===== src/hw/rtl/stl_pkg.sv =====
// Shared types, token codes and character helper functions for the source text lexer.
`timescale 1ns / 1ps
package stl_pkg;

  // Token kinds
  localparam logic [5:0] K_RETURN   = 6'd0;
  localparam logic [5:0] K_IDENT    = 6'd3;
  localparam logic [5:0] K_BOOLLIT  = 6'd8;
  localparam logic [5:0] K_INTLIT   = 6'd9;
  localparam logic [5:0] K_CHARLIT  = 6'd10;
  localparam logic [5:0] K_STRLIT   = 6'd11;
  localparam logic [5:0] K_ASSIGN   = 6'd16;
  localparam logic [5:0] K_COLON    = 6'd17;
  localparam logic [5:0] K_COMMA    = 6'd18;
  localparam logic [5:0] K_LPAREN   = 6'd19;
  localparam logic [5:0] K_RPAREN   = 6'd20;
  localparam logic [5:0] K_LBRACE   = 6'd21;
  localparam logic [5:0] K_RBRACE   = 6'd22;
  localparam logic [5:0] K_PLUS     = 6'd23;
  localparam logic [5:0] K_MINUS    = 6'd24;
  localparam logic [5:0] K_STAR     = 6'd25;
  localparam logic [5:0] K_SLASH    = 6'd26;
  localparam logic [5:0] K_INC      = 6'd27;
  localparam logic [5:0] K_DEC      = 6'd28;
  localparam logic [5:0] K_EQ       = 6'd29;
  localparam logic [5:0] K_NE       = 6'd30;
  localparam logic [5:0] K_GE       = 6'd31;
  localparam logic [5:0] K_GT       = 6'd32;
  localparam logic [5:0] K_LE       = 6'd33;
  localparam logic [5:0] K_LT       = 6'd34;
  localparam logic [5:0] K_AND      = 6'd35;
  localparam logic [5:0] K_OR       = 6'd36;
  localparam logic [5:0] K_NOT      = 6'd37;
  localparam logic [5:0] K_ERROR    = 6'd38;

  // Error codes
  localparam logic [2:0] E_NONE      = 3'd0;
  localparam logic [2:0] E_LONE_AMP  = 3'd1;
  localparam logic [2:0] E_LONE_BAR  = 3'd2;
  localparam logic [2:0] E_NO_QUOTE  = 3'd3;
  localparam logic [2:0] E_BAD_CHAR  = 3'd4;
  localparam logic [2:0] E_OPEN_STR  = 3'd5;
  localparam logic [2:0] E_INVALID   = 3'd6;
  localparam logic [2:0] E_TOO_LONG  = 3'd7;

  // Keyword table
  localparam int KW_NUM = 13;
  localparam int KW_MAXLEN = 6;

  typedef struct packed {
    logic [7:0] char_in;
    logic       end_of_text;
  } in_item_t;

  typedef struct packed {
    logic [5:0]  token_kind;
    logic [15:0] line;
    logic [7:0]  value_char;
    logic        value_last;
    logic [2:0]  error_code;
  } out_item_t;

  typedef enum logic [1:0] {
    SRC_ZERO,
    SRC_HELD,
    SRC_MEM
  } src_e;

  // Controller to datapath
  typedef struct packed {
    logic       load_in;
    logic       set_held;
    logic       start_tok;
    logic       append;
    logic       clr_len;
    logic       line_inc;
    logic       eot_reset;
    logic       rd_start;
    logic       rd_issue;
    logic       rd_next;
    logic       emit;
    logic [5:0] emit_kind;
    src_e       emit_src;
    logic [2:0] emit_err;
    logic       emit_last_rd;
  } stl_cmd_t;

  // Datapath to controller
  typedef struct packed {
    logic [7:0] chr;
    logic       eot;
    logic [7:0] held;
    logic       len_zero;
    logic       len_full;
    logic       kw_hit;
    logic [5:0] kw_kind;
    logic       rd_last;
    logic       out_free;
  } stl_sts_t;

  function automatic logic is_alpha(input logic [7:0] c);
    return ((c >= 8'h61) && (c <= 8'h7a)) || ((c >= 8'h41) && (c <= 8'h5a));
  endfunction

  function automatic logic is_digit(input logic [7:0] c);
    return (c >= 8'h30) && (c <= 8'h39);
  endfunction

  function automatic logic is_op_start(input logic [7:0] c);
    return (c == "=") || (c == "+") || (c == "-") || (c == "!") || (c == ">") ||
           (c == "<") || (c == "&") || (c == "|") || (c == "/");
  endfunction

  function automatic logic is_space(input logic [7:0] c);
    return (c == 8'h20) || (c == 8'h09) || (c == 8'h0b) || (c == 8'h0c) ||
           (c == 8'h0d);
  endfunction

  // Single-character punctuation; bit 6 flags a match
  function automatic logic [6:0] punct_kind(input logic [7:0] c);
    logic [6:0] r;
    r = 7'd0;
    case (c)
      ":":     r = {1'b1, K_COLON};
      ",":     r = {1'b1, K_COMMA};
      "(":     r = {1'b1, K_LPAREN};
      ")":     r = {1'b1, K_RPAREN};
      "{":     r = {1'b1, K_LBRACE};
      "}":     r = {1'b1, K_RBRACE};
      "*":     r = {1'b1, K_STAR};
      default: r = 7'd0;
    endcase
    return r;
  endfunction

  // Held operator standing alone
  function automatic logic [5:0] single_op_kind(input logic [7:0] h);
    logic [5:0] r;
    case (h)
      "=":     r = K_ASSIGN;
      "+":     r = K_PLUS;
      "-":     r = K_MINUS;
      "!":     r = K_NOT;
      ">":     r = K_GT;
      "<":     r = K_LT;
      "/":     r = K_SLASH;
      default: r = K_ERROR;
    endcase
    return r;
  endfunction

  function automatic logic [2:0] single_op_err(input logic [7:0] h);
    logic [2:0] r;
    case (h)
      "=", "+", "-", "!", ">", "<", "/": r = E_NONE;
      "&":     r = E_LONE_AMP;
      default: r = E_LONE_BAR;
    endcase
    return r;
  endfunction

  // Two-character operator; K_RETURN means no pair
  function automatic logic [5:0] pair_kind(input logic [7:0] h, input logic [7:0] c);
    logic [5:0] r;
    r = K_RETURN;
    if (c == "=") begin
      if (h == "=") r = K_EQ;
      else if (h == "!") r = K_NE;
      else if (h == ">") r = K_GE;
      else if (h == "<") r = K_LE;
    end else if (c == h) begin
      if (h == "+") r = K_INC;
      else if (h == "-") r = K_DEC;
      else if (h == "&") r = K_AND;
      else if (h == "|") r = K_OR;
    end
    return r;
  endfunction

  function automatic logic [47:0] kw_text(input int i);
    logic [47:0] t;
    case (i)
      0:       t = {"bool", 16'h0};
      1:       t = {"int", 24'h0};
      2:       t = {"char", 16'h0};
      3:       t = "string";
      4:       t = {"true", 16'h0};
      5:       t = {"false", 8'h0};
      6:       t = {"var", 24'h0};
      7:       t = {"func", 16'h0};
      8:       t = "return";
      9:       t = {"while", 8'h0};
      10:      t = {"if", 32'h0};
      11:      t = {"elif", 16'h0};
      default: t = {"else", 16'h0};
    endcase
    return t;
  endfunction

  function automatic logic [7:0] kw_chr(input int i, input int p);
    logic [47:0] t;
    t = kw_text(i);
    return t[47 - 8 * p -: 8];
  endfunction

  function automatic logic [2:0] kw_len(input int i);
    logic [2:0] r;
    case (i)
      1, 6:       r = 3'd3;
      3, 8:       r = 3'd6;
      5, 9:       r = 3'd5;
      10:         r = 3'd2;
      default:    r = 3'd4;
    endcase
    return r;
  endfunction

  function automatic logic [5:0] kw_kind(input int i);
    logic [5:0] r;
    case (i)
      0:       r = 6'd4;
      1:       r = 6'd5;
      2:       r = 6'd6;
      3:       r = 6'd7;
      4, 5:    r = K_BOOLLIT;
      6:       r = 6'd1;
      7:       r = 6'd2;
      8:       r = K_RETURN;
      9:       r = 6'd12;
      10:      r = 6'd13;
      11:      r = 6'd14;
      default: r = 6'd15;
    endcase
    return r;
  endfunction

endpackage


===== src/hw/rtl/stl_dp.sv =====
// Lexer datapath: input byte, held byte, token buffer, line counter, keyword match, output register.
`timescale 1ns / 1ps
module stl_dp import stl_pkg::*; #(
  parameter int TOKEN_MAX = 32,
  parameter int LINE_BITS = 16
) (
  input  logic      clk_i,
  input  logic      rst_ni,
  input  in_item_t  in_item_i,
  input  logic      out_stall_i,
  input  stl_cmd_t  cmd_i,
  output stl_sts_t  sts_o,
  output logic      out_valid_o,
  output out_item_t out_item_o
);

  localparam int LEN_W = $clog2(TOKEN_MAX + 1);
  localparam int IDX_W = $clog2(TOKEN_MAX);

  logic [7:0]           chr_q, held_q;
  logic                 eot_q;
  logic [LEN_W-1:0]     len_q, idx_q;
  logic [LINE_BITS-1:0] line_q;
  logic [KW_NUM-1:0]    kw_q, kw_d;
  logic [7:0]           mem [TOKEN_MAX];
  logic [7:0]           rdata_q;
  logic                 out_valid_q;
  out_item_t            out_q;
  logic [15:0]          line_out;
  logic                 kw_hit;
  logic [5:0]           kw_k;
  logic [7:0]           vchar;

  // Saturated line number for the result field
  if (LINE_BITS > 16) begin : g_line_wide
    assign line_out = (line_q > LINE_BITS'(16'hffff)) ? 16'hffff : line_q[15:0];
  end else begin : g_line_narrow
    assign line_out = 16'(line_q);
  end

  // Running keyword match, one compare per keyword per appended byte
  always_comb begin
    kw_d = kw_q;
    for (int i = 0; i < KW_NUM; i++) begin
      if (cmd_i.start_tok) begin
        kw_d[i] = (kw_chr(i, 0) == chr_q);
      end else if (cmd_i.append) begin
        if ((len_q < LEN_W'(KW_MAXLEN)) && (len_q < LEN_W'(kw_len(i))))
          kw_d[i] = kw_q[i] && (kw_chr(i, int'(len_q)) == chr_q);
        else
          kw_d[i] = 1'b0;
      end
    end
  end

  always_comb begin
    kw_hit = 1'b0;
    kw_k   = K_IDENT;
    for (int i = 0; i < KW_NUM; i++) begin
      if (kw_q[i] && (len_q == LEN_W'(kw_len(i)))) begin
        kw_hit = 1'b1;
        kw_k   = kw_kind(i);
      end
    end
  end

  // Control registers
  always_ff @(posedge clk_i or negedge rst_ni) begin
    if (!rst_ni) begin
      held_q      <= 8'd0;
      len_q       <= '0;
      idx_q       <= '0;
      line_q      <= LINE_BITS'(1);
      out_valid_q <= 1'b0;
    end else begin
      if (cmd_i.set_held) held_q <= chr_q;
      if (cmd_i.start_tok) len_q <= LEN_W'(1);
      else if (cmd_i.append) len_q <= len_q + LEN_W'(1);
      else if (cmd_i.clr_len) len_q <= '0;
      if (cmd_i.rd_start) idx_q <= '0;
      else if (cmd_i.rd_next) idx_q <= idx_q + LEN_W'(1);
      if (cmd_i.line_inc && (line_q != '1)) line_q <= line_q + LINE_BITS'(1);
      if (cmd_i.eot_reset) begin
        held_q <= 8'd0;
        len_q  <= '0;
        line_q <= LINE_BITS'(1);
      end
      if (cmd_i.emit) out_valid_q <= 1'b1;
      else if (!out_stall_i) out_valid_q <= 1'b0;
    end
  end

  always_comb begin
    case (cmd_i.emit_src)
      SRC_HELD: vchar = held_q;
      SRC_MEM:  vchar = rdata_q;
      default:  vchar = 8'd0;
    endcase
  end

  // Payload registers
  always_ff @(posedge clk_i) begin
    if (cmd_i.load_in) begin
      chr_q <= in_item_i.char_in;
      eot_q <= in_item_i.end_of_text;
    end
    if (cmd_i.start_tok || cmd_i.append) kw_q <= kw_d;
    if (cmd_i.emit) begin
      out_q.token_kind <= cmd_i.emit_kind;
      out_q.line       <= line_out;
      out_q.value_char <= vchar;
      out_q.value_last <= cmd_i.emit_last_rd ? sts_o.rd_last : 1'b1;
      out_q.error_code <= cmd_i.emit_err;
    end
  end

  // Token buffer
  always_ff @(posedge clk_i) begin
    if (cmd_i.start_tok) mem[0] <= chr_q;
    else if (cmd_i.append) mem[len_q[IDX_W-1:0]] <= chr_q;
    if (cmd_i.rd_issue) rdata_q <= mem[idx_q[IDX_W-1:0]];
  end

  assign sts_o.chr      = chr_q;
  assign sts_o.eot      = eot_q;
  assign sts_o.held     = held_q;
  assign sts_o.len_zero = (len_q == '0);
  assign sts_o.len_full = (len_q == LEN_W'(TOKEN_MAX));
  assign sts_o.kw_hit   = kw_hit;
  assign sts_o.kw_kind  = kw_k;
  assign sts_o.rd_last  = ((idx_q + LEN_W'(1)) == len_q);
  assign sts_o.out_free = !out_valid_q || !out_stall_i;

  assign out_valid_o = out_valid_q;
  assign out_item_o  = out_q;

endmodule


===== src/hw/rtl/stl_ctrl.sv =====
// Lexer controller: lexing mode and the per-item step sequencer.
`timescale 1ns / 1ps
module stl_ctrl import stl_pkg::*; (
  input  logic     clk_i,
  input  logic     rst_ni,
  input  logic     in_valid_i,
  output logic     in_stall_o,
  input  stl_sts_t sts_i,
  output stl_cmd_t cmd_o,
  output logic     halted_o
);

  typedef enum logic [3:0] {
    MD_IDLE, MD_IDENT, MD_NUMBER, MD_OP, MD_LINECMT, MD_BLOCK, MD_BLOCKSTAR,
    MD_CHAROPEN, MD_CHARCLOSE, MD_STRING
  } mode_e;

  typedef enum logic [3:0] {
    ST_ACC, ST_DO, ST_IC, ST_ONE, ST_FL, ST_RD, ST_EM, ST_POST, ST_HALT
  } state_e;

  typedef enum logic [1:0] {
    P_NONE, P_IDLEC, P_EOT
  } post_e;

  state_e     st_q, st_d;
  mode_e      md_q, md_d;
  post_e      post_q, post_d;
  logic [5:0] one_kind_q, one_kind_d, fl_kind_q, fl_kind_d;
  logic [2:0] one_err_q, one_err_d;
  src_e       one_src_q, one_src_d;
  logic [6:0] pk;
  logic [5:0] pair;
  logic [7:0] c;

  assign c    = sts_i.chr;
  assign pk   = punct_kind(c);
  assign pair = pair_kind(sts_i.held, c);

  assign in_stall_o = !((st_q == ST_ACC) || (st_q == ST_HALT));
  assign halted_o   = (st_q == ST_HALT);

  always_comb begin
    st_d       = st_q;
    md_d       = md_q;
    post_d     = post_q;
    one_kind_d = one_kind_q;
    one_err_d  = one_err_q;
    one_src_d  = one_src_q;
    fl_kind_d  = fl_kind_q;
    cmd_o      = '0;
    cmd_o.emit_src = SRC_ZERO;

    case (st_q)
      // Wait for the next item
      ST_ACC: begin
        if (in_valid_i) begin
          cmd_o.load_in = 1'b1;
          st_d = ST_DO;
        end
      end

      // Classify the latched byte against the current mode
      ST_DO: begin
        st_d = ST_ACC;
        one_err_d = E_NONE;
        one_src_d = SRC_ZERO;
        post_d = P_NONE;
        if (sts_i.eot) begin
          case (md_q)
            MD_IDENT, MD_NUMBER: begin
              fl_kind_d = (md_q == MD_IDENT) ? K_IDENT : K_INTLIT;
              post_d = P_EOT;
              st_d = ST_FL;
            end
            MD_OP: begin
              one_kind_d = single_op_kind(sts_i.held);
              one_err_d  = single_op_err(sts_i.held);
              post_d = P_EOT;
              st_d = ST_ONE;
            end
            MD_CHAROPEN, MD_CHARCLOSE, MD_STRING: begin
              one_kind_d = K_ERROR;
              one_err_d  = (md_q == MD_CHAROPEN) ? E_BAD_CHAR :
                           (md_q == MD_CHARCLOSE) ? E_NO_QUOTE : E_OPEN_STR;
              st_d = ST_ONE;
            end
            default: begin
              cmd_o.eot_reset = 1'b1;
            end
          endcase
          md_d = MD_IDLE;
        end else begin
          case (md_q)
            MD_IDENT, MD_NUMBER: begin
              if ((md_q == MD_IDENT) ? (is_alpha(c) || is_digit(c) || (c == "_"))
                                     : is_digit(c)) begin
                if (sts_i.len_full) begin
                  one_kind_d = K_ERROR;
                  one_err_d  = E_TOO_LONG;
                  st_d = ST_ONE;
                end else begin
                  cmd_o.append = 1'b1;
                end
              end else begin
                fl_kind_d = (md_q == MD_IDENT) ? K_IDENT : K_INTLIT;
                post_d = P_IDLEC;
                md_d = MD_IDLE;
                st_d = ST_FL;
              end
            end
            MD_OP: begin
              md_d = MD_IDLE;
              if ((sts_i.held == "/") && (c == "/")) begin
                md_d = MD_LINECMT;
              end else if ((sts_i.held == "/") && (c == "*")) begin
                md_d = MD_BLOCK;
              end else if (pair != K_RETURN) begin
                one_kind_d = pair;
                st_d = ST_ONE;
              end else begin
                one_kind_d = single_op_kind(sts_i.held);
                one_err_d  = single_op_err(sts_i.held);
                post_d = P_IDLEC;
                st_d = ST_ONE;
              end
            end
            MD_LINECMT: begin
              if (c == 8'h0a) begin
                cmd_o.line_inc = 1'b1;
                md_d = MD_IDLE;
              end
            end
            MD_BLOCK: begin
              if (c == "*") md_d = MD_BLOCKSTAR;
              else if (c == 8'h0a) cmd_o.line_inc = 1'b1;
            end
            MD_BLOCKSTAR: begin
              if (c == "/") md_d = MD_IDLE;
              else if (c != "*") begin
                cmd_o.line_inc = (c == 8'h0a);
                md_d = MD_BLOCK;
              end
            end
            MD_CHAROPEN: begin
              if (is_alpha(c) || is_digit(c)) begin
                cmd_o.set_held = 1'b1;
                md_d = MD_CHARCLOSE;
              end else begin
                one_kind_d = K_ERROR;
                one_err_d  = E_BAD_CHAR;
                st_d = ST_ONE;
              end
            end
            MD_CHARCLOSE: begin
              md_d = MD_IDLE;
              if (c == 8'h27) begin
                one_kind_d = K_CHARLIT;
                one_src_d  = SRC_HELD;
              end else begin
                one_kind_d = K_ERROR;
                one_err_d  = E_NO_QUOTE;
              end
              st_d = ST_ONE;
            end
            MD_STRING: begin
              if (c == 8'h22) begin
                fl_kind_d = K_STRLIT;
                md_d = MD_IDLE;
                st_d = ST_FL;
              end else begin
                cmd_o.line_inc = (c == 8'h0a);
                if (sts_i.len_full) begin
                  one_kind_d = K_ERROR;
                  one_err_d  = E_TOO_LONG;
                  st_d = ST_ONE;
                end else begin
                  cmd_o.append = 1'b1;
                end
              end
            end
            default: begin
              st_d = ST_IC;
            end
          endcase
        end
      end

      // Start of a token from the idle mode
      ST_IC: begin
        st_d = ST_ACC;
        md_d = MD_IDLE;
        post_d = P_NONE;
        one_err_d = E_NONE;
        one_src_d = SRC_ZERO;
        if (is_alpha(c) || is_digit(c)) begin
          cmd_o.start_tok = 1'b1;
          md_d = is_alpha(c) ? MD_IDENT : MD_NUMBER;
        end else begin
          cmd_o.clr_len = 1'b1;
          if (is_op_start(c)) begin
            cmd_o.set_held = 1'b1;
            md_d = MD_OP;
          end else if (pk[6]) begin
            one_kind_d = pk[5:0];
            st_d = ST_ONE;
          end else if (c == 8'h27) begin
            md_d = MD_CHAROPEN;
          end else if (c == 8'h22) begin
            md_d = MD_STRING;
          end else if (c == 8'h0a) begin
            cmd_o.line_inc = 1'b1;
          end else if (!is_space(c)) begin
            one_kind_d = K_ERROR;
            one_err_d  = E_INVALID;
            st_d = ST_ONE;
          end
        end
      end

      // One result of its own; an error halts
      ST_ONE: begin
        if (sts_i.out_free) begin
          cmd_o.emit      = 1'b1;
          cmd_o.emit_kind = (one_err_q != E_NONE) ? K_ERROR : one_kind_q;
          cmd_o.emit_src  = one_src_q;
          cmd_o.emit_err  = one_err_q;
          st_d = (one_err_q != E_NONE) ? ST_HALT : ST_POST;
        end
      end

      // Buffered token: keyword check, then replay
      ST_FL: begin
        one_err_d = E_NONE;
        one_src_d = SRC_ZERO;
        cmd_o.clr_len = 1'b0;
        if ((fl_kind_q == K_IDENT) && sts_i.kw_hit && (sts_i.kw_kind != K_BOOLLIT)) begin
          cmd_o.clr_len = 1'b1;
          one_kind_d = sts_i.kw_kind;
          st_d = ST_ONE;
        end else if (sts_i.len_zero) begin
          one_kind_d = fl_kind_q;
          st_d = ST_ONE;
        end else begin
          if ((fl_kind_q == K_IDENT) && sts_i.kw_hit) fl_kind_d = K_BOOLLIT;
          cmd_o.rd_start = 1'b1;
          st_d = ST_RD;
        end
      end

      ST_RD: begin
        cmd_o.rd_issue = 1'b1;
        st_d = ST_EM;
      end

      ST_EM: begin
        if (sts_i.out_free) begin
          cmd_o.emit         = 1'b1;
          cmd_o.emit_kind    = fl_kind_q;
          cmd_o.emit_src     = SRC_MEM;
          cmd_o.emit_last_rd = 1'b1;
          cmd_o.rd_next      = 1'b1;
          if (sts_i.rd_last) begin
            cmd_o.clr_len = 1'b1;
            st_d = ST_POST;
          end else begin
            st_d = ST_RD;
          end
        end
      end

      // What follows a finished result
      ST_POST: begin
        case (post_q)
          P_IDLEC: st_d = ST_IC;
          P_EOT: begin
            cmd_o.eot_reset = 1'b1;
            md_d = MD_IDLE;
            st_d = ST_ACC;
          end
          default: st_d = ST_ACC;
        endcase
      end

      // Items are taken and dropped until reset
      ST_HALT: begin
        st_d = ST_HALT;
      end

      default: st_d = ST_ACC;
    endcase
  end

  always_ff @(posedge clk_i or negedge rst_ni) begin
    if (!rst_ni) begin
      st_q       <= ST_ACC;
      md_q       <= MD_IDLE;
      post_q     <= P_NONE;
      one_kind_q <= K_RETURN;
      one_err_q  <= E_NONE;
      one_src_q  <= SRC_ZERO;
      fl_kind_q  <= K_IDENT;
    end else begin
      st_q       <= st_d;
      md_q       <= md_d;
      post_q     <= post_d;
      one_kind_q <= one_kind_d;
      one_err_q  <= one_err_d;
      one_src_q  <= one_src_d;
      fl_kind_q  <= fl_kind_d;
    end
  end

endmodule


===== src/hw/rtl/source_text_lexer.sv =====
// Top level of the source text lexer: controller, datapath and checks.
//
//   channel | direction | handshake               | item
//   in      | input     | in_valid_i / in_stall_o   | in_item_t  (char_in, end_of_text)
//   out     | output    | out_valid_o / out_stall_i | out_item_t (kind, line, value, last, error)
//
// A byte is accepted (ST_ACC), then classified (ST_DO); one met in the idle mode also passes
// ST_IC, which starts its token. A single result adds an emit (ST_ONE) and a finish (ST_POST).
// A buffered token adds a keyword check (ST_FL), a buffer read and an output register load per
// character (ST_RD, ST_EM) and a finish; the single-port token buffer read sets the read step.
// Reset clears mode, held byte, length and sets the line to 1; no clearing pass.
// A stalled output holds the sequencer until the output register frees.
`timescale 1ns / 1ps
module source_text_lexer import stl_pkg::*; #(
  parameter int TOKEN_MAX = 32,
  parameter int LINE_BITS = 16
) (
  input  logic      clk_i,
  input  logic      rst_ni,
  input  logic      in_valid_i,
  output logic      in_stall_o,
  input  in_item_t  in_item_i,
  output logic      out_valid_o,
  input  logic      out_stall_i,
  output out_item_t out_item_o
);

  stl_cmd_t cmd;
  stl_sts_t sts;
  logic     halted;

  stl_ctrl u_ctrl (
    .clk_i      (clk_i),
    .rst_ni     (rst_ni),
    .in_valid_i (in_valid_i),
    .in_stall_o (in_stall_o),
    .sts_i      (sts),
    .cmd_o      (cmd),
    .halted_o   (halted)
  );

  stl_dp #(
    .TOKEN_MAX (TOKEN_MAX),
    .LINE_BITS (LINE_BITS)
  ) u_dp (
    .clk_i       (clk_i),
    .rst_ni      (rst_ni),
    .in_item_i   (in_item_i),
    .out_stall_i (out_stall_i),
    .cmd_i       (cmd),
    .sts_o       (sts),
    .out_valid_o (out_valid_o),
    .out_item_o  (out_item_o)
  );

  // An error code only travels with the error kind
  a_err_kind: assert property (@(posedge clk_i) disable iff (!rst_ni)
    (out_valid_o && (out_item_o.error_code != E_NONE)) |-> (out_item_o.token_kind == K_ERROR))
    else $error("error code on a non-error item");

  // Line count never drops to zero
  a_line_nz: assert property (@(posedge clk_i) disable iff (!rst_ni)
    out_valid_o |-> (out_item_o.line != 16'd0))
    else $error("line zero on output");

  // Nothing follows a delivered error
  a_err_halt: assert property (@(posedge clk_i) disable iff (!rst_ni)
    (out_valid_o && !out_stall_i && (out_item_o.error_code != E_NONE)) |=> !out_valid_o)
    else $error("result after error");

  // No new result is loaded once halted
  a_halt_quiet: assert property (@(posedge clk_i) disable iff (!rst_ni)
    halted |-> !cmd.emit)
    else $error("emit while halted");

endmodule


===== config.mk =====
export PLATFORM = sky130hd
export DESIGN_NAME = source_text_lexer
export DESIGN_NICKNAME = d
export VERILOG_FILES = /design/src/hw/rtl/stl_pkg.sv /design/src/hw/rtl/stl_dp.sv /design/src/hw/rtl/stl_ctrl.sv /design/src/hw/rtl/source_text_lexer.sv
export SDC_FILE = /design/constraint.sdc
export NUM_CORES = 1
export LEC_CHECK = 0
export BUFFER_PORTS_ARGS = -buffer_cell sky130_fd_sc_hd__buf_2
export CAP_MARGIN = 30
export CORE_MARGIN = 8
export CORE_UTILIZATION = 37
export DETAILED_ROUTE_END_ITERATION = 8
export HOLD_SLACK_MARGIN = 0.08
export SYNTH_ARGS = -nofsm -noshare
export SYNTH_HDL_FRONTEND = slang
export SYNTH_SLANG_ARGS = --single-unit

===== constraint.sdc =====
create_clock -name clk_i -period 6.1 [get_ports clk_i]
set_clock_uncertainty 0.1 [all_clocks]
set_input_delay 0.915 -clock clk_i [delete_from_list [all_inputs] [get_ports clk_i]]
set_output_delay 0.915 -clock clk_i [all_outputs]
set_load 0.005 [all_outputs]

# After elaboration in Yosys (flattened, before gate mapping)
# Memory sizes are Yosys's and may differ from the RTL's. A register that Yosys moved wholly into a read port is not among the register bits.
# Cells that the tools add are included.
classes:
  addsub: 4
  order_cmp: 12
  eq_ne: 124
  n_shift: 13
  mux: 317
  reduce_logical: 89
op_table:
  columns: ["cell", "n"]
  rows:
  - ["$mux W48", 52]
  - ["$shiftx A55 B10 Y8", 13]
  - ["$mux W6", 42]
  - ["$eq A8 B8 Y1", 27]
  - ["$eq A8 B6 Y1 const B", 24]
  - ["$mux W4", 38]
  - ["$mux W3", 35]
  - ["$mux W1", 100]
  - ["$pmux W7 S7", 1]
  - ["$pmux W6 S7", 1]
  - ["$eq A8 B4 Y1 const B", 5]
  - ["$eq A8 B7 Y1 const B", 5]
  - ["$logic_and A1 B1 Y1", 39]
  - ["$pmux W4 S9", 1]
  - ["$pmux W6 S2", 3]
  - ["$eq A4 B3 Y1 const B", 8]
  - ["$mux W16", 2]
  - ["$pmux W4 S8", 1]
  - ["$lt A6 B3 Y1", 5]
  - ["$mux W2", 15]
  - ["$pmux W6 S5", 1]
  - ["$mux W8", 3]
  - ["$ne A4 B3 Y1 const B", 6]
  - ["$pmux W4 S6", 1]
  - ["other kinds (62)", 131]
word_totals:
  register_bits: 120
  ram_bits: 256
  in_bits: 13
  word_cells: 580
  mem_count: 1
mem_list:
  columns: ["memory", "words", "width", "rd", "rd_clocked_by_memory_dff", "wr", "line", "rtl"]
  rows:
  - ["u_dp.mem", 32, 8, 1, 1, 1, "stl_dp.sv:25", "logic [7:0] mem [TOKEN_MAX];"]

# Longest topological paths before layout
# Gate-level depths: netlist of run 1.
depth:
  ltp_word: 23
  mapped_depth: 12
  ltp_nobuf: 9

# Hierarchy
# A second synthesis of run 1 with hierarchy kept.
hier_totals:
  cells_unflattened: 1551
  hier_area_um2: 19110.8
modules_own_cells:
  columns: ["mod", "instances", "cells_per_inst", "area_each_um2", "seq_area_each_um2"]
  rows:
  - ["stl_dp", 1, 1082, 15830.2, 10536.4]
  - ["stl_ctrl", 1, 469, 3280.6, 578.1]

# Least setup slack after synthesis of run 1
# Ideal clock, no wire load.
synth_timing:
  path_kind: "register to register"
  from: "register u_dp.chr_q[3]"
  to: "memory u_dp.mem[1][0] (enable)"
  t_arrival_ps: 3297
  t_required_ps: 5605
  setup_slack_ps: 2308
  stages_incl_launch_ff: 10
  path_buffers: 2
  period_less_slack_ps: 3792
  cell_sequence: "edfxtp_1 > buf_2 > buf_2 > nand4_1 > or4_1 > nand2_1 > o211ai_1 > nor2_2 > nand2_1 > nor4_1"
synth_between:
  elab_chain_len: 15
  word_cells_on_any_way: 30
  cone_classes: "order compare (6); eq/ne (2); mux (15); reduce/logical (7)"
synth_lines:
  columns: ["item", "line", "rtl"]
  rows:
  - ["start: declaration", "stl_dp.sv:20", "logic [7:0] chr_q, held_q;"]
  - ["start signal: assignment", "stl_dp.sv:104", "chr_q <= in_item_i.char_in;"]
  - ["$ge A8 B7 Y1 / $le A8 B7 Y1 (equally long branches)", "stl_pkg.sv:102", "return ((c >= 8'h61) && (c <= 8'h7a)) || ((c >= 8'h41) && (c <= 8'h5a));"]
  - ["$logic_and A1 B1 Y1", "stl_pkg.sv:102", null]
  - ["$logic_or A1 B1 Y1", "stl_pkg.sv:102", null]
  - ["$logic_or A1 B1 Y1", "stl_ctrl.sv:96, stl_ctrl.sv:196", null]
  - ["$logic_or A1 B1 Y1", "stl_ctrl.sv:96", "if ((md_q == MD_IDENT) ? (is_alpha(c) || is_digit(c) || (c == \"_\"))"]
  - ["$mux W1 (2 in series)", "stl_ctrl.sv:96", null]
  - ["$pmux W1 S2", "stl_ctrl.sv:94", "case (md_q)"]
  - ["$mux W1", "stl_ctrl.sv:69", "if (sts_i.eot) begin"]
  - ["$mux W1", "stl_ctrl.sv:54", "case (st_q)"]
  - ["$mux W1", "stl_dp.sv:120", "else if (cmd_i.append) mem[len_q[IDX_W-1:0]] <= chr_q;"]
  - ["$mux W1", "stl_dp.sv:119", "if (cmd_i.start_tok) mem[0] <= chr_q;"]
  - ["$mux W1 (not written as such)", "stl_dp.sv:120", null]
  - ["$reduce_or A8 Y1 (no source line)", null, null]
  - ["$mux W5 (no source line) / $mux W1 (equally long branches)", null, null]
  - ["end: declaration", "stl_dp.sv:25", null]
# Several ways; a longest one is shown, not always the timed one.

# Worst setup path in the final report of run 1
layout_timing:
  from: "register u_ctrl.st_q[2]"
  to: "memory u_dp.mem[17][2] (enable)"
layout_between:
  elab_chain_len: 7
  word_cells_on_any_way: 12
  cone_classes: "eq/ne (2); mux (9); reduce/logical (1)"
layout_lines:
  columns: ["item", "line", "rtl"]
  rows:
  - ["start: declaration", "stl_ctrl.sv:26", "state_e st_q, st_d;"]
  - ["start signal: assignment", "stl_ctrl.sv:304", "st_q <= st_d;"]
  - ["$eq A4 B1 Y1", "stl_ctrl.sv:54", null]
  - ["$mux W1", "stl_ctrl.sv:54", null]
  - ["$mux W1", "stl_dp.sv:120", null]
  - ["$mux W1", "stl_dp.sv:119", null]
  - ["$mux W1 (not written as such)", "stl_dp.sv:120", null]
  - ["$reduce_or A8 Y1 (no source line)", null, null]
  - ["$mux W5 (no source line) / $mux W1 (equally long branches)", null, null]
# Several ways; a longest one is shown, not always the timed one.

==> results_dict.tcl, run 1 <==
set metrics [dict create \
    hold_buffers 0 \
    drt_pass1_iterations 5 \
    cts_tree "done" \
    coreArea_mm2 0.0510 \
    rows 83 \
    slew_viol_final 0 \
    viasPerCell 5.79 \
    hp-class "flip-flop to flip-flop" \
    avgSynthCellArea_um2 12.3 \
    rsz0062_at_grt "no" \
    async_reset_ff_share_pct 15.8 \
    synth_top_area_share_pct 50.6 \
    start_util_pct 37.2 \
    drv_cap 0 \
    yosysWarnings 0 \
    crit_path_start_kind "flip-flop" \
    max_freq_ghz 0.232 \
    leakage_nw 7.06 \
    ant_nets 0 \
    critical_path_class "flip-flop to flip-flop" \
    diodes 0 \
    grt_pass1_vias 12900 \
    seq_area_frac_synth_pct 58.5 \
    drc 0 \
    routedWlPerCell_um 22.4 \
    overflow 0 \
    drt-initial-drc-count 1489 \
    clk_path_buf_depth 3 \
    grt_pass1_wl_um 78500 \
    worstMarginPinSlew_ns 0.998 \
    vdd_drop_max_uv 300 \
    grt_start_max_net_pins 63 \
    clk_pin_slew_worst_paths_ns 0.06 \
    synth_seq_cells 380 \
    fill_cells 4826 \
    io_buffers 48 \
    insertion_delay_ns 0.57 \
    syn2layout_area_growth_pct 11.4 \
    ys_types 93 \
    multi_input_area_mm2 0.00737 \
    die_y_um 243 \
    crit_buf_inv 0 \
    finalHoldViolations 0 \
    ff_latch_area_mm2 0.0111 \
    slowest_delay_ns 0.81 \
    die_x_um 243 \
    final_util_pct 41.5 \
    fin_crit_sh_pct 70.7 \
    wirelength_um 50900 \
    slew_headroom_pct 32.5 \
    run_status "completed" \
    syn_nets 1571 \
    drive_gt1_share_pct 13.4 \
    cts.sinks 380 \
    yosys-top-cells-area "edfxtp_1 (51%), dfrtp_1 (7.5%), mux2i_1 (4.3%)" \
    cp_max_fo 18 \
    dp_cells 2202 \
    power_density_mw_per_mm2 375 \
    grt_antenna_before_repair 1 \
    cp.arrival_ns 4.39 \
    synth-edff-count 320 \
    setup_viol 0 \
    end_kind "flip-flop" \
    gp_congestion 0.941 \
    cp_top_family "simple AND/OR/NAND/NOR gates" \
    fin_crit_ns 4.31 \
    die-area_mm2 0.0588 \
    cp_slowest_cell "nor4b_2" \
    via_count 13200 \
    htree_levels 2 \
    ios 49 \
    ctsResizeCount 0 \
    pre_cts_ws_ns 1.81 \
    dp_hpwl_um 35800 \
    worstPathRequired_ns 6.18 \
    cts_setup_buffers 0 \
    cts_inserted_buffers 40 \
    fin_nets 1590 \
    syn_area_mm2 0.0190 \
    synth_top_area_cell "edfxtp_1" \
    whs_ns 0.375 \
    postLayoutSetupSlackWorst_ns 1.79 \
    crit_chain "nor4b_2 > and2_0 > o211ai_1 > or4b_1 > nor3_1" \
    grt_usage_pct 16.8 \
    tns_ns 0 \
    instances_no_fill 2274 \
    syn_inst 1547 \
    clockRootBuffer "clkbuf_16" \
    ys.flop_type "edfxtp_1" \
]
[tightest hold or removal path, cell delays in order (launching register included)]
cell and delay [ns]:
dfrtp_1 0.33, nand2_1 0.05, o21ai_0 0.06
[sequential cells by signal, indices dropped and copies added (netlist names), 8 cells and up]
register and count:
u_dp.chr_q 8, u_dp.held_q 8, u_dp.kw_q 13, u_dp.line_out 16, u_dp.mem 256, u_dp.out_item_o 34
u_dp.rdata_q 8
[path summary, 6_finish.rpt]
path,from,end,slack (ns),depth (start not counted)
max in group asynchronous,rst_ni,u_dp.idx_q[0],4.83,2
worst min-delay path,u_ctrl.one_src_q[0],u_ctrl.one_src_q[0],0.38,2
worst max register to register,u_ctrl.st_q[2],u_dp.mem[17][2],1.79,5
min in group asynchronous,rst_ni,u_ctrl.md_q[3],0.46,2
worst max-delay path,u_ctrl.st_q[2],u_dp.mem[17][2],1.79,5
worst min register to register,u_ctrl.one_src_q[0],u_ctrl.one_src_q[0],0.38,2
[power by group]
part	switching [mW]	leakage [nW]	internal, mW
clock	1.01	0.594	1.27
sequential	0.270	3.68	3.10
combinational	1.40	2.78	0.890
[logic make-up after synthesis]
family,synth area share [%]
XOR/XNOR,3.32
multiplexers,8.60
AO/OA/AOI/OAI,12.2
flip-flops,58.5
AND/OR/NAND/NOR,13.9
buffers and inverters,2.74
adder cells (fa/ha/maj),0.725
[final cells by class]
type / count / share of cell area (%)
sequential: 380 / 52.5
multi-input combinational: 1040 / 34.8
inverter: 22 / 0.390
clock inverter: 19 / 0.615
timing repair buffer: 82 / 2.42
tap: 680 / 4.02
clock buffer: 51 / 5.17
[cells in the final DEF (no fill, tap or decap), types with 7 or more instances in the layout]
master	Yosys	routed
mux2i_1	81	81
o211ai_1	12	12
nor2b_1	12	12
or4b_1	7	7
clkbuf_1	66	7
clkbuf_16	0	41
mux2_2	7	7
o22ai_1	15	15
nand2b_1	17	17
or2_2	12	12
nor2_1	111	110
xnor2_1	47	47
nand3_1	46	46
o221ai_1	45	45
ha_1	11	11
or3_1	18	18
nand4b_1	7	7
clkinv_1	0	8
a21oi_1	45	45
o32ai_1	10	10
mux4_2	32	32
a31oi_1	15	15
and3_1	14	14
dfrtp_1	57	56
nand4_1	17	17
edfxtp_1	320	320
o21ai_0	61	60
and2_1	13	13
inv_1	22	22
nand2_1	152	152
buf_2	20	49
nor3_1	34	34
a22oi_1	12	12
nor4_1	12	10
o21a_1	10	10
nand3b_1	8	8
o31ai_1	15	15
buf_4	1	31
xor2_1	25	25
[synth_stat cells, types with 8 or more instances]
cell,instances
o22ai_1,15
nor2b_1,12
o31ai_1,15
xor2_1,25
nand2_1,152
inv_1,22
xnor2_1,47
nand3_1,46
a31oi_1,15
nand2b_1,17
nor2_1,111
and2_1,13
o221ai_1,45
mux4_2,32
o211ai_1,12
dfrtp_1,57
edfxtp_1,320
nor4_1,12
nand4_1,17
o32ai_1,10
buf_1,16
a21oi_1,45
buf_2,20
nand3b_1,8
o21ai_0,61
o21a_1,10
ha_1,11
and3_1,14
clkbuf_1,66
a22oi_1,12
or2_2,12
nor3_1,34
or3_1,18
mux2i_1,81
[metal layers]
| metal | part of all wire [%] | track usage (%) |
|---|---|---|
| met1 | 44 | 22.4 |
| met3 | 5.4 | 2.43 |
| met2 | 48 | 28.0 |
| met5 | 0 | 0 |
| met4 | 3.1 | 5.52 |
[per-stage QoR]
step                area [um^2]  total power [mW]
floorplan                 19000              4.95
global placement          19900              5.68
detailed placement        19900              5.70
CTS                       21100              7.99
global route              21200              8.32
finish                    21200              7.94
Power figures use the tool's default switching activity.
==> run 2, diff against run 1 <==
Clock period 6.1 ns to 4.3 ns, I/O delays scaled along.
==> results_dict.tcl, run 2 (same netlist as run 1, synthesis figures left out) <==
set metrics [dict create \
    critical_path_class "flip-flop to flip-flop" \
    rows 83 \
    cts_tree "done" \
    multi_input_area_mm2 0.00737 \
    syn2layout_area_growth_pct 14.2 \
    htree_levels 2 \
    drc 0 \
    place_area_mm2 0.0203 \
    top_layer "met4" \
    routedWlPerCell_um 23.0 \
    crit_path_start_kind "flip-flop" \
    vdd_drop_max_uv 346 \
    mostFrequentLayoutCell "edfxtp_1" \
    drt-met1-wl_um 23400 \
    fin_crit_ns 3.58 \
    tns_ns 0 \
    leakage_nw 7.39 \
    cp.arrival_ns 3.81 \
    drive_gt1_share_pct 16.6 \
    clockRootBuffer "clkbuf_16" \
    ant_nets 0 \
    met2_length_um 25000 \
    drv_cap 0 \
    grt_pass1_vias 13200 \
    dp_hpwl_um 37500 \
    worstPathRequired_ns 4.52 \
    finalHoldViolations 0 \
    worstMarginPinSlew_ns 1.05 \
    via_count 13500 \
    run_status "completed" \
    io_buffers 48 \
    wirelength_um 53600 \
    die-area_mm2 0.0588 \
    drt_pass1_iterations 7 \
    cts_inserted_buffers 41 \
    end_kind "flip-flop" \
    coreArea_mm2 0.0510 \
    hp-class "input port to flip-flop" \
    power_density_mw_per_mm2 538 \
    grt_antenna_before_repair 1 \
    ios 49 \
    regMostFlops "u_dp.mem" \
    viasPerCell 5.79 \
    gp_congestion 0.927 \
    fill_cells 4676 \
    dr_wl_met3_um 3270 \
    setup_viol 0 \
    ff_latch_area_mm2 0.0111 \
    grt_pass1_wl_um 81900 \
    insertion_delay_ns 0.58 \
    clk_pin_slew_worst_paths_ns 0.06 \
    cp_max_fo 17 \
    die_y_um 243 \
    start_util_pct 37.2 \
    cts.sinks 380 \
    grt_usage_pct 17.7 \
    final_area_mm2 0.0217 \
    drt-initial-drc-count 1335 \
    mostFrequentLayoutCells "edfxtp_1 (320), nand2_1 (152), nor2_1 (110)" \
    slew_headroom_pct 29.9 \
    overflow 0 \
    rsz0062_at_grt "no" \
    fin_nets 1646 \
    fin_crit_sh_pct 83.4 \
    largest_reg_flops 256 \
    diodes 0 \
    grt_start_max_net_pins 101 \
    die_x_um 243 \
    slew_viol_final 0 \
    max_freq_ghz 0.279 \
    clk_path_buf_depth 3 \
]
[run 2: changes by cell type in the layout (fill, tap and decap cells not counted), sizes merged]
cell,delta
buf,+55
bufinv,+2
clkbuf,-2
dlygate4sd3,+1
inv,+2
[run 2: final timing paths]
path / startpoint / to / slack [ns] / cells after the start
setup / recovery: u_dp.chr_q[6] / u_dp.mem[3][5] / 0.72 / 8
hold / removal: in_item_i[0] / u_dp.eot_q / 0.16 / 1
setup reg to reg: u_dp.chr_q[6] / u_dp.mem[3][5] / 0.72 / 8
hold reg to reg: u_ctrl.one_src_q[0] / u_ctrl.one_src_q[0] / 0.37 / 2
max in group asynchronous: rst_ni / u_dp.held_q[2] / 2.60 / 3
min in group asynchronous: rst_ni / u_ctrl.one_kind_q[0] / 0.52 / 2
[run 2: power by group]
group	internal [mW]	switching (mW)	leakage (nW)
registers	4.40	0.193	3.68
clock network	1.97	1.49	0.642
logic	1.33	2.27	3.07
total	7.70	3.96	7.39
[run 2: final cells by class]
type | instances | area share, %
Sequential cell | 380 | 51.3
Inverter | 22 | 0.381
Timing Repair Buffer | 137 | 4.35
Clock buffer | 50 | 5.13
Multi-Input combinational cell | 1040 | 34.0
Clock inverter | 23 | 0.906
Tap cell | 680 | 3.93
[run 2: repair_timing]
item | in CTS | in global routing
setup buffers | 0 | 0
hold buffers | 1 | 0
resized for setup | 0 | 0
hold endpoints to repair | 19 | 0
[run 2: per-layer routing]
metal	GRT usage (%)	up-vias
met2	28.4	501
met4	6.86	0
met5	0	-
met3	3.12	94
met1	23.8	6773
li1	-	6126
[run 2: per-stage QoR]
step           hold WS [ns]  cells  total power, mW  util (%)  worst slack [ns]
6_report              0.158   2332             11.7      42.5             0.715
5_1_grt               0.141   2332             12.1      42.5             0.433
4_1_cts               0.128   2331             11.7      42.5             0.743
3_5_place_dp          0.366   2257             8.24      39.9             0.766
3_3_place_gp          0.363   2257             8.23      39.9             0.804
2_1_floorplan         0.249   1547             7.02         -             0.508
[run 2: critical path, stage by stage (launching register included)]
cell and delay, ns:
edfxtp_1 0.64, or4b_1 0.78, o21ai_1 0.29, nand2_1 0.12, o211ai_1 0.60, nor2_2 0.21
nand2_1 0.32, nor2_1 0.08, buf_4 0.18
==> run 3, diff against run 2 <==
Clock period 4.3 ns to 3.5 ns, I/O delays scaled along.
==> results_dict.tcl, run 3 (same netlist as run 1, synthesis figures left out) <==
set metrics [dict create \
    run_status "completed" \
    drt_pass1_iterations 8 \
    fin_nets 1704 \
    instances_no_fill 2392 \
    cp.arrival_ns 3.40 \
    regMostFlops "u_dp.mem" \
    setup_viol 0 \
    mostFrequentLayoutCell "edfxtp_1" \
    io_buffers 48 \
    grt_pass1_wl_um 82400 \
    cts_tree "done" \
    drc 0 \
    slew_headroom_pct 51.2 \
    worstPathRequired_ns 3.68 \
    power_mw 14.4 \
    die_y_um 243 \
    max_freq_ghz 0.311 \
    whs_ns 0.0926 \
    fin_crit_sh_pct 92.0 \
    end_kind "flip-flop" \
    dp_cells 2307 \
    ff_latch_area_mm2 0.0111 \
    grt_start_max_net_pins 65 \
    cts.sinks 380 \
    grt_antenna_before_repair 0 \
    htree_levels 2 \
    gp_congestion 0.969 \
    finalHoldViolations 0 \
    leakage_nw 7.67 \
    viasPerCell 5.70 \
    mostFrequentLayoutCells "edfxtp_1 (320), nand2_1 (152), buf_4 (134)" \
    multi_input_area_mm2 0.00738 \
    hp-class "input port to flip-flop" \
    clk_pin_slew_worst_paths_ns 0.06 \
    cts_inserted_buffers 42 \
    worstMarginPinSlew_ns 0.723 \
    vdd_drop_max_uv 483 \
    postLayoutSetupSlackWorst_ns 0.281 \
    die-area_mm2 0.0588 \
    crit_path_start_kind "flip-flop" \
    cp_slowest_cell "or4b_1" \
    grt_pass1_vias 13400 \
    syn2layout_area_growth_pct 16.6 \
    crit_chain "and4bb_1 > and2_1 > o21bai_2 > o211ai_1 > or4b_1 > nor2_1 > buf_4" \
    pre_cts_ws_ns 0.248 \
    fill_cells 4665 \
    grt_usage_pct 17.6 \
    coreArea_mm2 0.0510 \
    slowest_delay_ns 0.69 \
    dp_hpwl_um 37800 \
    wirelength_um 53100 \
    overflow 0 \
    slew_viol_final 0 \
    rows 83 \
    rsz0062_at_grt "no" \
    die_x_um 243 \
    ios 49 \
    drv_cap 0 \
    fin_crit_ns 3.22 \
    critical_path_class "flip-flop to flip-flop" \
    start_util_pct 37.2 \
    drive_gt1_share_pct 18.9 \
    ant_nets 0 \
    power_density_mw_per_mm2 649 \
    via_count 13600 \
    diodes 0 \
    routedWlPerCell_um 22.2 \
    drt-initial-drc-count 1257 \
    clk_path_buf_depth 3 \
    cp_max_fo 10 \
    insertion_delay_ns 0.58 \
    largest_reg_flops 256 \
    clockRootBuffer "clkbuf_16" \
]
## run 3: power by group
group	total [mW]	leakage [nW]	switching, mW	internal [mW]
logic	4.48	3.35	2.74	1.74
clock network	4.24	0.639	1.81	2.43
registers	5.65	3.68	0.246	5.40
## run 3: through the flow
step	utilization, %	instance area [um^2]	setup TNS [ns]
6_report	43.4	22100	0
5_1_grt	43.4	22100	0
4_1_cts	43.4	22100	0
3_5_place_dp	40.6	20700	0
3_3_place_gp	40.6	20700	0
2_1_floorplan	-	19000	-0.0886
## run 3: area by class of cell
| class | count | area share (%) |
|---|---|---|
| clock buffers | 56 | 5.08 |
| clock inverters | 20 | 0.870 |
| inverters | 22 | 0.373 |
| multi-input cells | 1040 | 33.4 |
| flip-flops and latches | 380 | 50.2 |
| well taps | 680 | 3.84 |
| repair buffers | 194 | 6.24 |
## run 3: what timing repair did
action,4_1_cts,5_1_grt
hold endpoints to repair,27,0
setup buffers,0,0
gates resized for setup,0,2
endpoints found under the setup margin,0,96
hold buffers,9,0
## run 3: final timing paths
kind / start / end / slack [ns] / cells after the start
max: u_dp.chr_q[7] / u_dp.mem[25][6] / 0.28 / 7
min: in_item_i[3] / u_dp.chr_q[2] / 0.09 / 1
max reg2reg: u_dp.chr_q[7] / u_dp.mem[25][6] / 0.28 / 7
min reg2reg: u_ctrl.one_kind_q[2] / u_ctrl.one_kind_q[2] / 0.40 / 1
max in group asynchronous: rst_ni / u_dp.line_out[0] / 2.13 / 3
min in group asynchronous: rst_ni / u_dp.len_q[4] / 0.45 / 2
## run 3: worst max-delay path: cells and delay by family (launching register included)
family                 cells  cell delay, ns
and+or+nand+nor            4            1.58
buffers and inverters      1            0.20
DFF                        1            0.48
AOI/OAI and AO/OA          2            0.57
## run 3: layer usage
metal  vias up  share of wire, %  GRT usage (%)
met1      6823                44           24.0
met4         0               3.3           6.08
met3        91               5.5           2.65
met2       469                47           28.3
met5         -                 0              0
li1       6244                 -              -
